[config.mk]
export PLATFORM = sky130hd
export DESIGN_NAME = http_request_line_checker_core
export DESIGN_NICKNAME = d
export VERILOG_FILES = /design/src/hw/rtl/hrlc_pkg.sv /design/src/hw/rtl/hrlc_cfg.sv /design/src/hw/rtl/hrlc_parse.sv /design/src/hw/rtl/http_request_line_checker_core.sv
export SDC_FILE = /design/constraint.sdc
export NUM_CORES = 1
export LEC_CHECK = 0
export BUFFER_PORTS_ARGS = -buffer_cell sky130_fd_sc_hd__buf_2
export CORE_MARGIN = 8
export CORE_UTILIZATION = 49
export CTS_CLUSTER_DIAMETER = 200
export DETAILED_ROUTE_END_ITERATION = 12
export PLACE_DENSITY = 0.7
export SYNTH_ARGS = -nofsm -noshare
export SYNTH_HDL_FRONTEND = slang
export SYNTH_SLANG_ARGS = --single-unit
export TNS_END_PERCENT = 5
[constraint.sdc]
create_clock -name aclk -period 6 [get_ports aclk]
set_clock_uncertainty 0.05 [all_clocks]
set_input_delay 0.3 -clock aclk [delete_from_list [all_inputs] [get_ports aclk]]
set_output_delay 0.3 -clock aclk [all_outputs]
set_load 0.1 [all_outputs]
[src/hw/rtl/hrlc_pkg.sv]
package hrlc_pkg;

    // Method codes reported in the result word
    localparam logic [2:0] METHOD_GET    = 3'd0;
    localparam logic [2:0] METHOD_POST   = 3'd1;
    localparam logic [2:0] METHOD_PUT    = 3'd2;
    localparam logic [2:0] METHOD_DELETE = 3'd3;
    localparam logic [2:0] METHOD_HEAD   = 3'd4;
    localparam logic [2:0] METHOD_NONE   = 3'd7;

    // Configuration register indexes
    localparam logic REG_URI_MAX     = 1'b0;
    localparam logic REG_VERSION_MAX = 1'b1;

    // Register reset values
    localparam logic [11:0] URI_MAX_RESET     = 12'd1023;
    localparam logic [5:0]  VERSION_MAX_RESET = 6'd15;

    // Field widths
    localparam int URI_LEN_W = 12;
    localparam int VER_LEN_W = 6;

    // Characters of interest
    localparam logic [7:0] CH_SPACE   = 8'h20;
    localparam logic [7:0] CH_PERCENT = 8'h25;
    localparam logic [7:0] CH_CR      = 8'h0D;
    localparam logic [7:0] CH_LF      = 8'h0A;
    localparam logic [7:0] CH_BSLASH  = 8'h5C;
    localparam logic [7:0] CH_R       = 8'h72;
    localparam logic [7:0] CH_N       = 8'h6E;

    // Configuration values as seen by the parser
    typedef struct packed {
        logic [URI_LEN_W-1:0] uri_max;
        logic [VER_LEN_W-1:0] version_max;
    } cfg_t;

    // Result word, last field in the lowest bits
    typedef struct packed {
        logic                 escaped_terminator;
        logic [VER_LEN_W-1:0] version_length;
        logic [URI_LEN_W-1:0] uri_length;
        logic [2:0]           method_code;
        logic                 verdict;
    } result_t;

    localparam int RESULT_W = $bits(result_t);
    localparam int M_DATA_W = ((RESULT_W + 7) / 8) * 8;

    // Match the collected method text against the known methods
    function automatic logic [2:0] method_lookup(input logic overflow,
                                                 input logic [2:0] count,
                                                 input logic [47:0] text);
        logic [2:0] code;
        code = METHOD_NONE;
        if (!overflow) begin
            if (count == 3'd3 && text == 48'h000000474554)
                code = METHOD_GET;
            else if (count == 3'd4 && text == 48'h0000504F5354)
                code = METHOD_POST;
            else if (count == 3'd3 && text == 48'h000000505554)
                code = METHOD_PUT;
            else if (count == 3'd6 && text == 48'h44454C455445)
                code = METHOD_DELETE;
            else if (count == 3'd4 && text == 48'h000048454144)
                code = METHOD_HEAD;
        end
        return code;
    endfunction

    function automatic logic is_hex(input logic [7:0] b);
        return (b >= 8'h30 && b <= 8'h39) || (b >= 8'h41 && b <= 8'h46) ||
               (b >= 8'h61 && b <= 8'h66);
    endfunction

    // Letters, digits and the allowed punctuation of a URI
    function automatic logic uri_char_ok(input logic [7:0] b);
        logic ok;
        ok = (b >= 8'h30 && b <= 8'h39) || (b >= 8'h41 && b <= 8'h5A) ||
             (b >= 8'h61 && b <= 8'h7A);
        unique case (b)
            8'h2E, 8'h2F, 8'h2D, 8'h20, 8'h5F, 8'h7E, 8'h21, 8'h24, 8'h26,
            8'h27, 8'h28, 8'h29, 8'h2A, 8'h2B, 8'h2C, 8'h3B, 8'h3D, 8'h3A,
            8'h40: ok = 1'b1;
            default: ;
        endcase
        return ok;
    endfunction

    // Expected byte at each place of the "HTTP/" prefix
    function automatic logic [7:0] prefix_char(input logic [2:0] idx);
        logic [7:0] c;
        unique case (idx)
            3'd0:    c = 8'h48;
            3'd1:    c = 8'h54;
            3'd2:    c = 8'h54;
            3'd3:    c = 8'h50;
            3'd4:    c = 8'h2F;
            default: c = 8'h00;
        endcase
        return c;
    endfunction

    // Expected byte at each place of the literal backslash-r-backslash-n text
    function automatic logic [7:0] escape_char(input logic [1:0] idx);
        logic [7:0] c;
        unique case (idx)
            2'd0: c = CH_BSLASH;
            2'd1: c = CH_R;
            2'd2: c = CH_BSLASH;
            2'd3: c = CH_N;
        endcase
        return c;
    endfunction

endpackage

[src/hw/rtl/hrlc_cfg.sv]
module hrlc_cfg (
    input  logic                aclk,
    input  logic                aresetn,
    input  logic                psel,
    input  logic                penable,
    input  logic                pwrite,
    input  logic [2:0]          paddr,
    input  logic [31:0]         pwdata,
    output logic [31:0]         prdata,
    output logic                pready,
    output hrlc_pkg::cfg_t      cfg
);

    logic [hrlc_pkg::URI_LEN_W-1:0] uri_max_reg;
    logic [hrlc_pkg::VER_LEN_W-1:0] version_max_reg;
    logic                           wr_en;
    logic                           reg_idx;

    assign pready  = 1'b1;
    assign reg_idx = paddr[2];
    assign wr_en   = psel && penable && pwrite && pready;

    // Write registers on the access cycle
    always_ff @(posedge aclk) begin
        if (!aresetn) begin
            uri_max_reg     <= hrlc_pkg::URI_MAX_RESET;
            version_max_reg <= hrlc_pkg::VERSION_MAX_RESET;
        end else if (wr_en) begin
            unique case (reg_idx)
                hrlc_pkg::REG_URI_MAX:
                    uri_max_reg <= pwdata[hrlc_pkg::URI_LEN_W-1:0];
                hrlc_pkg::REG_VERSION_MAX:
                    version_max_reg <= pwdata[hrlc_pkg::VER_LEN_W-1:0];
            endcase
        end
    end

    // Read back, zero extended
    always_comb begin
        unique case (reg_idx)
            hrlc_pkg::REG_URI_MAX:
                prdata = {{(32-hrlc_pkg::URI_LEN_W){1'b0}}, uri_max_reg};
            hrlc_pkg::REG_VERSION_MAX:
                prdata = {{(32-hrlc_pkg::VER_LEN_W){1'b0}}, version_max_reg};
        endcase
    end

    assign cfg.uri_max     = uri_max_reg;
    assign cfg.version_max = version_max_reg;

endmodule

[src/hw/rtl/hrlc_parse.sv]
module hrlc_parse (
    input  logic                aclk,
    input  logic                aresetn,
    input  logic                step,
    input  logic [7:0]          data_byte,
    input  logic                last,
    input  hrlc_pkg::cfg_t      cfg,
    output logic                res_valid,
    output hrlc_pkg::result_t   res
);

    typedef enum logic [1:0] {
        PH_METHOD,
        PH_URI,
        PH_VERSION,
        PH_DONE
    } phase_t;

    phase_t      phase_reg, phase_next;
    logic [47:0] method_text_reg, method_text_next;
    logic [2:0]  method_count_reg, method_count_next;
    logic        method_overflow_reg, method_overflow_next;
    logic [2:0]  method_code_reg, method_code_next;
    logic        method_bad_reg, method_bad_next;
    logic [12:0] uri_count_reg, uri_count_next;
    logic        uri_error_reg, uri_error_next;
    logic [1:0]  hex_pending_reg, hex_pending_next;
    logic [6:0]  version_count_reg, version_count_next;
    logic [2:0]  prefix_match_reg, prefix_match_next;
    logic        prefix_fail_reg, prefix_fail_next;
    logic        carriage_seen_reg, carriage_seen_next;
    logic [1:0]  escape_match_reg, escape_match_next;
    logic        escape_found_reg, escape_found_next;
    logic [6:0]  escape_vcount_reg, escape_vcount_next;
    logic        escape_prefix_ok_reg, escape_prefix_ok_next;

    logic        lf_hit;
    logic [6:0]  lf_vlen;
    logic        lf_good;
    logic        esc_good;
    logic [2:0]  lookup_code;

    assign lookup_code = hrlc_pkg::method_lookup(method_overflow_reg, method_count_reg,
                                                 method_text_reg);

    // Per-byte state update
    always_comb begin
        phase_next            = phase_reg;
        method_text_next      = method_text_reg;
        method_count_next     = method_count_reg;
        method_overflow_next  = method_overflow_reg;
        method_code_next      = method_code_reg;
        method_bad_next       = method_bad_reg;
        uri_count_next        = uri_count_reg;
        uri_error_next        = uri_error_reg;
        hex_pending_next      = hex_pending_reg;
        version_count_next    = version_count_reg;
        prefix_match_next     = prefix_match_reg;
        prefix_fail_next      = prefix_fail_reg;
        carriage_seen_next    = carriage_seen_reg;
        escape_match_next     = escape_match_reg;
        escape_found_next     = escape_found_reg;
        escape_vcount_next    = escape_vcount_reg;
        escape_prefix_ok_next = escape_prefix_ok_reg;
        lf_hit                = 1'b0;

        unique case (phase_reg)
            PH_METHOD: begin
                if (data_byte == hrlc_pkg::CH_SPACE) begin
                    method_code_next = lookup_code;
                    method_bad_next  = (lookup_code == hrlc_pkg::METHOD_NONE);
                    phase_next       = PH_URI;
                end else if (method_count_reg < 3'd6) begin
                    method_text_next  = {method_text_reg[39:0], data_byte};
                    method_count_next = method_count_reg + 3'd1;
                end else begin
                    method_overflow_next = 1'b1;
                end
            end
            PH_URI: begin
                if (data_byte == hrlc_pkg::CH_SPACE) begin
                    if (hex_pending_reg != 2'd0 ||
                        uri_count_reg > {1'b0, cfg.uri_max})
                        uri_error_next = 1'b1;
                    phase_next = PH_VERSION;
                end else begin
                    if (uri_count_reg != 13'h1FFF)
                        uri_count_next = uri_count_reg + 13'd1;
                    if (hex_pending_reg != 2'd0) begin
                        if (hrlc_pkg::is_hex(data_byte))
                            hex_pending_next = hex_pending_reg - 2'd1;
                        else
                            uri_error_next = 1'b1;
                    end else if (data_byte == hrlc_pkg::CH_PERCENT) begin
                        hex_pending_next = 2'd2;
                    end else if (!hrlc_pkg::uri_char_ok(data_byte)) begin
                        uri_error_next = 1'b1;
                    end
                end
            end
            PH_VERSION: begin
                if (carriage_seen_reg && data_byte == hrlc_pkg::CH_LF) begin
                    lf_hit     = 1'b1;
                    phase_next = PH_DONE;
                end else begin
                    // Track the HTTP/ prefix
                    if (!prefix_fail_reg && prefix_match_reg < 3'd5) begin
                        if (hrlc_pkg::prefix_char(prefix_match_reg) == data_byte)
                            prefix_match_next = prefix_match_reg + 3'd1;
                        else
                            prefix_fail_next = 1'b1;
                    end
                    // Track the literal terminator text
                    if (!escape_found_reg) begin
                        if (hrlc_pkg::escape_char(escape_match_reg) == data_byte) begin
                            if (escape_match_reg == 2'd3) begin
                                escape_found_next     = 1'b1;
                                escape_vcount_next    = version_count_reg - 7'd3;
                                escape_prefix_ok_next = (prefix_match_next == 3'd5);
                                escape_match_next     = 2'd0;
                            end else begin
                                escape_match_next = escape_match_reg + 2'd1;
                            end
                        end else if (escape_match_reg == 2'd3 &&
                                     data_byte == hrlc_pkg::CH_R) begin
                            escape_match_next = 2'd2;
                        end else begin
                            escape_match_next = (data_byte == hrlc_pkg::CH_BSLASH) ?
                                                2'd1 : 2'd0;
                        end
                    end
                    carriage_seen_next = (data_byte == hrlc_pkg::CH_CR);
                    if (version_count_reg != 7'd127)
                        version_count_next = version_count_reg + 7'd1;
                end
            end
            PH_DONE: ;
        endcase
    end

    // Verdicts for the two ways a line can end
    assign lf_vlen  = version_count_reg - 7'd1;
    assign lf_good  = !method_bad_reg && !uri_error_reg &&
                      (lf_vlen <= {1'b0, cfg.version_max}) && (prefix_match_reg == 3'd5);
    assign esc_good = (phase_next == PH_VERSION) && escape_found_next &&
                      !method_bad_reg && !uri_error_reg &&
                      (escape_vcount_next <= {1'b0, cfg.version_max}) &&
                      escape_prefix_ok_next;

    // Build the result word
    always_comb begin
        res       = '0;
        res_valid = 1'b0;
        if (lf_hit) begin
            res_valid = 1'b1;
            if (lf_good) begin
                res.method_code    = method_code_reg;
                res.uri_length     = uri_count_reg[hrlc_pkg::URI_LEN_W-1:0];
                res.version_length = lf_vlen[hrlc_pkg::VER_LEN_W-1:0];
            end else begin
                res.verdict = 1'b1;
            end
        end else if (last && phase_reg != PH_DONE) begin
            res_valid = 1'b1;
            if (esc_good) begin
                res.method_code        = method_code_reg;
                res.uri_length         = uri_count_reg[hrlc_pkg::URI_LEN_W-1:0];
                res.version_length     = escape_vcount_next[hrlc_pkg::VER_LEN_W-1:0];
                res.escaped_terminator = 1'b1;
            end else begin
                res.verdict = 1'b1;
            end
        end
    end

    // Hold request state; clear it after the final byte
    always_ff @(posedge aclk) begin
        if (!aresetn || (step && last)) begin
            phase_reg            <= PH_METHOD;
            method_text_reg      <= '0;
            method_count_reg     <= '0;
            method_overflow_reg  <= 1'b0;
            method_code_reg      <= hrlc_pkg::METHOD_GET;
            method_bad_reg       <= 1'b0;
            uri_count_reg        <= '0;
            uri_error_reg        <= 1'b0;
            hex_pending_reg      <= '0;
            version_count_reg    <= '0;
            prefix_match_reg     <= '0;
            prefix_fail_reg      <= 1'b0;
            carriage_seen_reg    <= 1'b0;
            escape_match_reg     <= '0;
            escape_found_reg     <= 1'b0;
            escape_vcount_reg    <= '0;
            escape_prefix_ok_reg <= 1'b0;
        end else if (step) begin
            phase_reg            <= phase_next;
            method_text_reg      <= method_text_next;
            method_count_reg     <= method_count_next;
            method_overflow_reg  <= method_overflow_next;
            method_code_reg      <= method_code_next;
            method_bad_reg       <= method_bad_next;
            uri_count_reg        <= uri_count_next;
            uri_error_reg        <= uri_error_next;
            hex_pending_reg      <= hex_pending_next;
            version_count_reg    <= version_count_next;
            prefix_match_reg     <= prefix_match_next;
            prefix_fail_reg      <= prefix_fail_next;
            carriage_seen_reg    <= carriage_seen_next;
            escape_match_reg     <= escape_match_next;
            escape_found_reg     <= escape_found_next;
            escape_vcount_reg    <= escape_vcount_next;
            escape_prefix_ok_reg <= escape_prefix_ok_next;
        end
    end

endmodule

[src/hw/rtl/http_request_line_checker_core.sv]
// HTTP request line checker. Request bytes enter on the s_ stream, one byte per
// word, with s_tlast on the final byte of a request. The method, URI and version
// of the request line are checked and one result word leaves on the m_ stream,
// either on the LF of the first CR LF after the URI or on the final byte. The
// block takes one byte every cycle unless the result register is stalled; a byte
// waits in the input register, and when it advances the parser updates its
// per-byte state while the result register loads the result shown on m_. A
// result held by m_tready low stalls the input register. Limits on the URI and
// version lengths sit in two APB registers at addresses 0x0 and 0x4; write them
// only while no request is in flight.
module http_request_line_checker_core (
    input  logic                          aclk,
    input  logic                          aresetn,
    // Request bytes
    input  logic                          s_tvalid,
    output logic                          s_tready,
    input  logic [7:0]                    s_tdata,   // [7:0] data_byte
    input  logic                          s_tlast,   // end_of_request
    // Results
    output logic                          m_tvalid,
    input  logic                          m_tready,
    // [0] verdict, [3:1] method_code, [15:4] uri_length,
    // [21:16] version_length, [22] escaped_terminator, [23] zero
    output logic [hrlc_pkg::M_DATA_W-1:0] m_tdata,
    // Configuration
    input  logic                          psel,
    input  logic                          penable,
    input  logic                          pwrite,
    input  logic [2:0]                    paddr,
    input  logic [31:0]                   pwdata,
    output logic [31:0]                   prdata,
    output logic                          pready
);

    hrlc_pkg::cfg_t    cfg;
    hrlc_pkg::result_t res;
    hrlc_pkg::result_t out_data_reg;
    logic              res_valid;
    logic              in_valid_reg;
    logic [7:0]        in_byte_reg;
    logic              in_last_reg;
    logic              out_valid_reg;
    logic              advance;

    hrlc_cfg u_cfg (
        .aclk    (aclk),
        .aresetn (aresetn),
        .psel    (psel),
        .penable (penable),
        .pwrite  (pwrite),
        .paddr   (paddr),
        .pwdata  (pwdata),
        .prdata  (prdata),
        .pready  (pready),
        .cfg     (cfg)
    );

    // Move the held byte through the parser when the result register is free
    assign advance  = in_valid_reg && (!out_valid_reg || m_tready);
    assign s_tready = !in_valid_reg || advance;

    // Input register
    always_ff @(posedge aclk) begin
        if (!aresetn) begin
            in_valid_reg <= 1'b0;
        end else if (s_tready) begin
            in_valid_reg <= s_tvalid;
        end
    end

    always_ff @(posedge aclk) begin
        if (s_tvalid && s_tready) begin
            in_byte_reg <= s_tdata;
            in_last_reg <= s_tlast;
        end
    end

    hrlc_parse u_parse (
        .aclk      (aclk),
        .aresetn   (aresetn),
        .step      (advance),
        .data_byte (in_byte_reg),
        .last      (in_last_reg),
        .cfg       (cfg),
        .res_valid (res_valid),
        .res       (res)
    );

    // Result register
    always_ff @(posedge aclk) begin
        if (!aresetn) begin
            out_valid_reg <= 1'b0;
        end else if (advance && res_valid) begin
            out_valid_reg <= 1'b1;
        end else if (m_tready) begin
            out_valid_reg <= 1'b0;
        end
    end

    always_ff @(posedge aclk) begin
        if (advance && res_valid) begin
            out_data_reg <= res;
        end
    end

    assign m_tvalid = out_valid_reg;
    assign m_tdata  = {{(hrlc_pkg::M_DATA_W-hrlc_pkg::RESULT_W){1'b0}}, out_data_reg};

endmodule

After elaboration in Yosys (flattened, before gate mapping)
Index checks and enable logic that the tools add are counted.
- word-level logic and storage cells: 243
- output and inout port bits: 59
- bits in registers: 149
- bits of input ports: 51
- reduce and logical (&&, ||, !) cells: 64
- bitwise gates (word level): 7
- $lt $le $gt $ge: 13
- add/sub/neg operators: 8
- muxes and demuxes: 68
- equal/unequal tests: 55
- operators by type and width (kind ; count):
    == test 8 x 6 -> 1 bit (second input constant) ; 17
    == test 48 x 23 -> 1 bit (second input constant) ; 2
    == test 48 x 31 -> 1 bit (second input constant) ; 2
    2-to-1 mux 22 bit ; 3
    case mux 32 bit (2 select lines) ; 1
    == test 48 x 47 -> 1 bit (second input constant) ; 1
    2-to-1 mux 8 bit ; 6
    == test 8 x 7 -> 1 bit (second input constant) ; 5
    2-to-1 mux 7 bit ; 5
    less-or-equal comparator 8 x 7 -> 1 bit (second input constant) ; 4
    2-to-1 mux 1 bit ; 30
    logical AND 1 bit ; 28
    case mux 7 bit (4 select lines) ; 1
    2-to-1 mux 3 bit ; 9
    case mux 8 bit (3 select lines) ; 1
    2-to-1 mux 21 bit ; 1
    2-to-1 mux 2 bit ; 10
    AND reduction 4 bit ; 5
    OR reduction 19 bit ; 1
    == test 3 bit (second input constant) ; 6
    == test 8 x 4 -> 1 bit (second input constant) ; 2
    == test 8 bit ; 2
    greater-or-equal comparator 8 x 7 -> 1 bit (second input constant) ; 2
    less-or-equal comparator 7 x 6 -> 1 bit ; 2
    other kinds (32) ; 69

Depth between registers and ports, before layout
- depth after elaboration: 21
- depth in mapped cells: 17
- gate-level depth less buffers: 17

Cells and area by module
Synthesis repeated with hierarchy kept, for this count alone.
- cells, all modules: 934
- area, all modules: 8046.5 um2
- by module, submodules not included (module ; area an instance (um2) ; sequential area each (um2) ; instances ; cells each):
    hrlc_parse ; 5921.9 ; 1941.9 ; 1 ; 776
    http_request_line_checker_core ; 1084.8 ; 1001.0 ; 1 ; 47
    hrlc_cfg ; 1039.7 ; 360.3 ; 1 ; 111

Least setup slack after synthesis
Ideal clock, no wire load.
- path kind: reg-to-reg
- start point: register u_parse.escape_match_reg[0]
- end point: register out_data_reg (netlist bit m_tdata[17]) (data pin)
- library setup time: 0.148 ns
- cell stages (with the launch flop): 16
- slack: 2.479 ns
- period minus slack after synthesis: 3.521 ns
- required time: 5.802 ns
- buffers on the path: 1
- arrival: 3.322 ns
- cell sequence: dfxtp_1 > ha_1 > or3b_1 > a211oi_2 > and4_1 > buf_4 > mux2_2 > ha_1 > nand3b_1 > a21o_1 > a21oi_1 > nor4_2 > o211ai_2 > or3_4 > clkinv_2 > o2bb2ai_1
- RTL lines (what ; RTL line ; RTL):
    from (decl) ; hrlc_parse.sv:32 ; logic [1:0] escape_match_reg, escape_match_next;
    from (signal assigned) ; hrlc_parse.sv:210 ; escape_match_reg <= escape_match_next;
    to (signal assigned) ; http_request_line_checker_core.sv:102 ; out_data_reg <= res;
    to (decl) ; http_request_line_checker_core.sv:37 ; hrlc_pkg::result_t out_data_reg;

==> results summary <==
The run finished with clean final reports. The detailed router finished its first iteration with 388 violations. The total global routing track utilization is 17.8%. The area share of the largest cell type after synthesis is 29.3%. In this run, post-CTS hold repair placed 9 buffers. Buffers placed on the I/O ports in this run total 65.

After clock tree synthesis, the setup repair step added 0 buffers. The areal power density over the cells came out at 259 nW/µm². Of all cell types, the one taking the most synthesized area is sky130_fd_sc_hd__dfxtp_1. The async set-or-reset flop fraction in the synthesized netlist is 0%. Setup repair after global routing left no endpoint under its margin.

The fraction of power spent switching nets is 26.5%. The site row count came out at 46. The count of yosys warnings during synthesis came out at 0.

The DRC violation count after routing is 0. The number of hold-slack violations in the final timing report was 0. The internal power of the cells is 1.71 mW. The die height came out at 144 µm. The clock network accounts for 45.0% of the total power. The final-layout fill cell count came out at 1495.

Buffers inserted during clock tree synthesis total 17. The net switching power is 0.618 mW. Clock tree synthesis selected as its root buffer the cell sky130_fd_sc_hd__clkbuf_16.

Once detail routing completed, the nets flagged for antenna violations numbered 0. The routed wirelength normalized by instance count is 14.7 µm. The vias after detailed routing came out at 6477. Summing all multi-input logic gate instances after layout gives 4220 µm².

Static timing analysis puts the maximum clock frequency at 0.216 GHz. The part of the total power dissipated in sequential elements is 45.5%. The clock passes through at most 2 buffers. The global route total overflow came out at 0. Yosys mapped a number of flops with a built-in enable equal to 32.

The number of primary I/O pins came out at 110. The initial core utilization came out at 50.3%. The average vias per placed instance is 5.35. The setup TNS after final layout came out at 0 ns. The critical-path maximum fanout is 22.

Among all flip-flop cells after synthesis, the most frequent one is sky130_fd_sc_hd__dfxtp_1. The net count reported at finish is 1073. In this run the tightest slew margin relative to its limit is 19.9%.

The last weighted congestion value of the routability-driven placer came out at 0.821. The latest clock arrival within the worst-skew pair is 0.43 ns. In this run the worst hold path is classified as in2reg. After Yosys synthesis, and, or, nand and nor cells account for 25.7% of the synthesized area. Counting cells, the worst reg-to-reg path comes to 13. The number of global-route vias before repair came to 6027.

The total power consumption of the routed design is 2.33 mW. The number of sinks on the clock net is 149. After synthesis, the most frequently instantiated cells are sky130_fd_sc_hd__nand2_1 (157), sky130_fd_sc_hd__dfxtp_1 (117), sky130_fd_sc_hd__a21oi_1 (85), sky130_fd_sc_hd__nor2_1 (82), sky130_fd_sc_hd__ha_1 (41). The max-slew violation count was 0. After synthesis, the cell types taking the most area are sky130_fd_sc_hd__dfxtp_1 (29%), sky130_fd_sc_hd__edfxtp_1 (12%), sky130_fd_sc_hd__nand2_1 (7.4%). Detailed placement finished with a half-perimeter wire length of 12500 µm.

The first-pass iteration count of the detailed router is 5. The data arrival time at the worst-slack endpoint came out at 4.88 ns. The capture instance of the worst register-to-register path is m_tdata[13]$_DFFE_PP_. The combinational family with the most area after synthesis is simple AND/OR/NAND/NOR gates. In the post-synthesis netlist, the cell with the most instances is sky130_fd_sc_hd__nand2_1. The number of maximum-capacitance violations is 0. The worst setup path is captured at a flop. The area enclosed by the die boundary is 20600 µm².

The overall routed net length is 17800 µm. The clock transition at the register clock pins on the worst setup and hold paths after CTS came out at 0.07 ns. Measured against the total synthesized area, the mux share comes to 2.58%. The endpoint of the most critical setup path is m_tdata[13]$_DFFE_PP_. The core region is 15900 µm².

The mean area per synthesized cell is 8.52 µm². The initial antenna violation count is 0. The number of flip-flops under the largest register name is 48. The count of H-tree levels built during CTS came out at 4. The register cell area after layout is 3300 µm². The largest net degree at the start of global routing is 59. The worst setup path is of the reg2reg kind. The share of synthesized area occupied by flip-flops and latches came out at 41.3%. The final critical path time including I/O delays and setup came out at 4.63 ns. In this run, the combinational gates consume 9.4% of the power. The portion of the clock cycle consumed by the worst path in the final layout is 77.2%. TritonCTS built the clock tree.

The share of the synthesized area in compound gates (AO/OA/AOI/OAI) came out at 13.9%. The setup slack of the most critical reg-to-reg path is 1.37 ns. The number of different library cells in the post-synthesis netlist came out at 77. The share of final-layout standard cells stronger than drive strength 1 is 12.6%. The synthesized netlist devotes 6.55% of its cell area to adder and majority cells. The actual transition at the worst max-transition pin came out at 1.20 ns.

The setup-violating endpoint count in the final report came out at 0. In this run the static leakage power is 3.53 nW. The wire length of the first global-routing pass is 29600 µm.

The worst setup path is launched from a flop. The number of resized instances in the post-cts repair step is 0. The synthesized design contains 149 register bits.

Tracing the worst setup path back leads to its startpoint at in_byte_reg[3]$_DFFE_PP_. Relative to the synthesized area, the layout overhead comes to 12.6%. The required time of the critical path came out at 6.25 ns. The post-synthesis xor/xnor area fraction came out at 3.07%.

The post-synthesis instance area is 7990 µm². The die extent in x is 144 µm. The maximum resistive drop on vdd is 0.217 mV. 0 antenna diodes ended up in the layout. In the synthesized netlist, the number of instances is 938. The origin of the critical flop-to-flop path is in_byte_reg[3]$_DFFE_PP_.
[power by group through the flow]
| stage | Sequential [mW] | Clock (mW) | Combinational (mW) |
|---|---|---|---|
| finish | 1.06 | 1.05 | 0.220 |
| CTS | 1.06 | 1.07 | 0.220 |
| global placement | 1.08 | 0 | 0.213 |
| floorplan | 1.07 | 0 | 0.194 |
| global route | 1.06 | 1.11 | 0.234 |
| detailed placement | 1.08 | 0 | 0.215 |
[kinds of logic (layout without fill, tap and decap cells)]
family,after synthesis,in the layout
AO/OA/AOI/OAI,174,174
XOR/XNOR,28,28
adder cells (fa/ha/maj),42,42
buffers and inverters,115,151
flip-flops,149,149
multiplexers,20,20
other,2,22
AND/OR/NAND/NOR,408,408
[critical path: stages, from the launching register on]
cell and delay [ns]:
sky130_fd_sc_hd__edfxtp_1 0.70, sky130_fd_sc_hd__or3b_1 0.51, sky130_fd_sc_hd__a211oi_2 0.30, sky130_fd_sc_hd__and4_1 0.53
sky130_fd_sc_hd__nor2_1 0.08, sky130_fd_sc_hd__a21oi_1 0.26, sky130_fd_sc_hd__ha_1 0.30, sky130_fd_sc_hd__a21o_1 0.18
sky130_fd_sc_hd__a21oi_1 0.20, sky130_fd_sc_hd__a21oi_1 0.13, sky130_fd_sc_hd__nor4_2 0.19, sky130_fd_sc_hd__o211ai_2 0.19
sky130_fd_sc_hd__o31ai_4 0.64, sky130_fd_sc_hd__and2_1 0.22
[how the worst min path moves through the flow]
stage / from / end / slack (ns) / depth (start not counted)
final: pwdata[6] / u_cfg.uri_max_reg[6]$_SDFFE_PN1P_ / 0.06 / 3
after global routing: pwdata[5] / u_cfg.uri_max_reg[5]$_SDFFE_PN1P_ / 0.05 / 3
after CTS: pwdata[2] / u_cfg.version_max_reg[2]$_SDFFE_PN1P_ / 0.05 / 3
after detailed placement: u_parse.method_text_reg[44]$_SDFFE_PP0P_ / u_parse.method_text_reg[44]$_SDFFE_PP0P_ / 0.40 / 2
after global placement: u_parse.method_text_reg[41]$_SDFFE_PP0P_ / u_parse.method_text_reg[41]$_SDFFE_PP0P_ / 0.39 / 2
after floorplan: s_tdata[0] / in_byte_reg[0]$_DFFE_PP_ / 0.35 / 0
[layout make-up]
class	instances	area share, %
Multi-Input combinational cell	694	46.9
Sequential cell	149	36.7
Clock buffer	24	5.95
Timing Repair Buffer	79	5.03
Tap cell	216	3.00
Inverter	40	1.68
Clock inverter	8	0.668
[metal layers]
layer | global-route usage, % | wire (µm)
met2 | 28.1 | 8120
met1 | 23.8 | 8600
met4 | 4.93 | 199
met5 | 0 | 0
met3 | 4.25 | 873
[through the flow]
step	hold WS [ns]	area (µm²)	cells	utilization (%)	setup WS [ns]
6_report	0.0622	9000	1210	56.6	1.37
5_1_grt	0.0548	9000	1210	56.6	1.10
4_1_cts	0.0468	9000	1210	56.6	1.41
3_5_place_dp	0.399	8310	1169	52.3	1.44
3_3_place_gp	0.394	8310	1169	52.3	1.55
2_1_floorplan	0.349	8060	958	-	2.48
[cell usage in the layout, fill, tap and decap left out, types with 10 or more instances in the layout]
cell type and instances:
sky130_fd_sc_hd__ha_1 41, sky130_fd_sc_hd__clkbuf_16 20, sky130_fd_sc_hd__o211ai_1 11, sky130_fd_sc_hd__xnor2_1 13
sky130_fd_sc_hd__nor2b_1 10, sky130_fd_sc_hd__o21ai_0 23, sky130_fd_sc_hd__dfxtp_1 117, sky130_fd_sc_hd__nor4_1 12
sky130_fd_sc_hd__inv_1 39, sky130_fd_sc_hd__and2_1 19, sky130_fd_sc_hd__nand2b_1 12, sky130_fd_sc_hd__buf_2 65
sky130_fd_sc_hd__edfxtp_1 32, sky130_fd_sc_hd__nand3_1 21, sky130_fd_sc_hd__nor2_1 81, sky130_fd_sc_hd__a21oi_1 85
sky130_fd_sc_hd__nor3_1 20, sky130_fd_sc_hd__nand2_1 156, sky130_fd_sc_hd__nand4_1 16, sky130_fd_sc_hd__conb_1 22
sky130_fd_sc_hd__mux2i_1 17, sky130_fd_sc_hd__xor2_1 15
(Power assumes the default switching activity.)
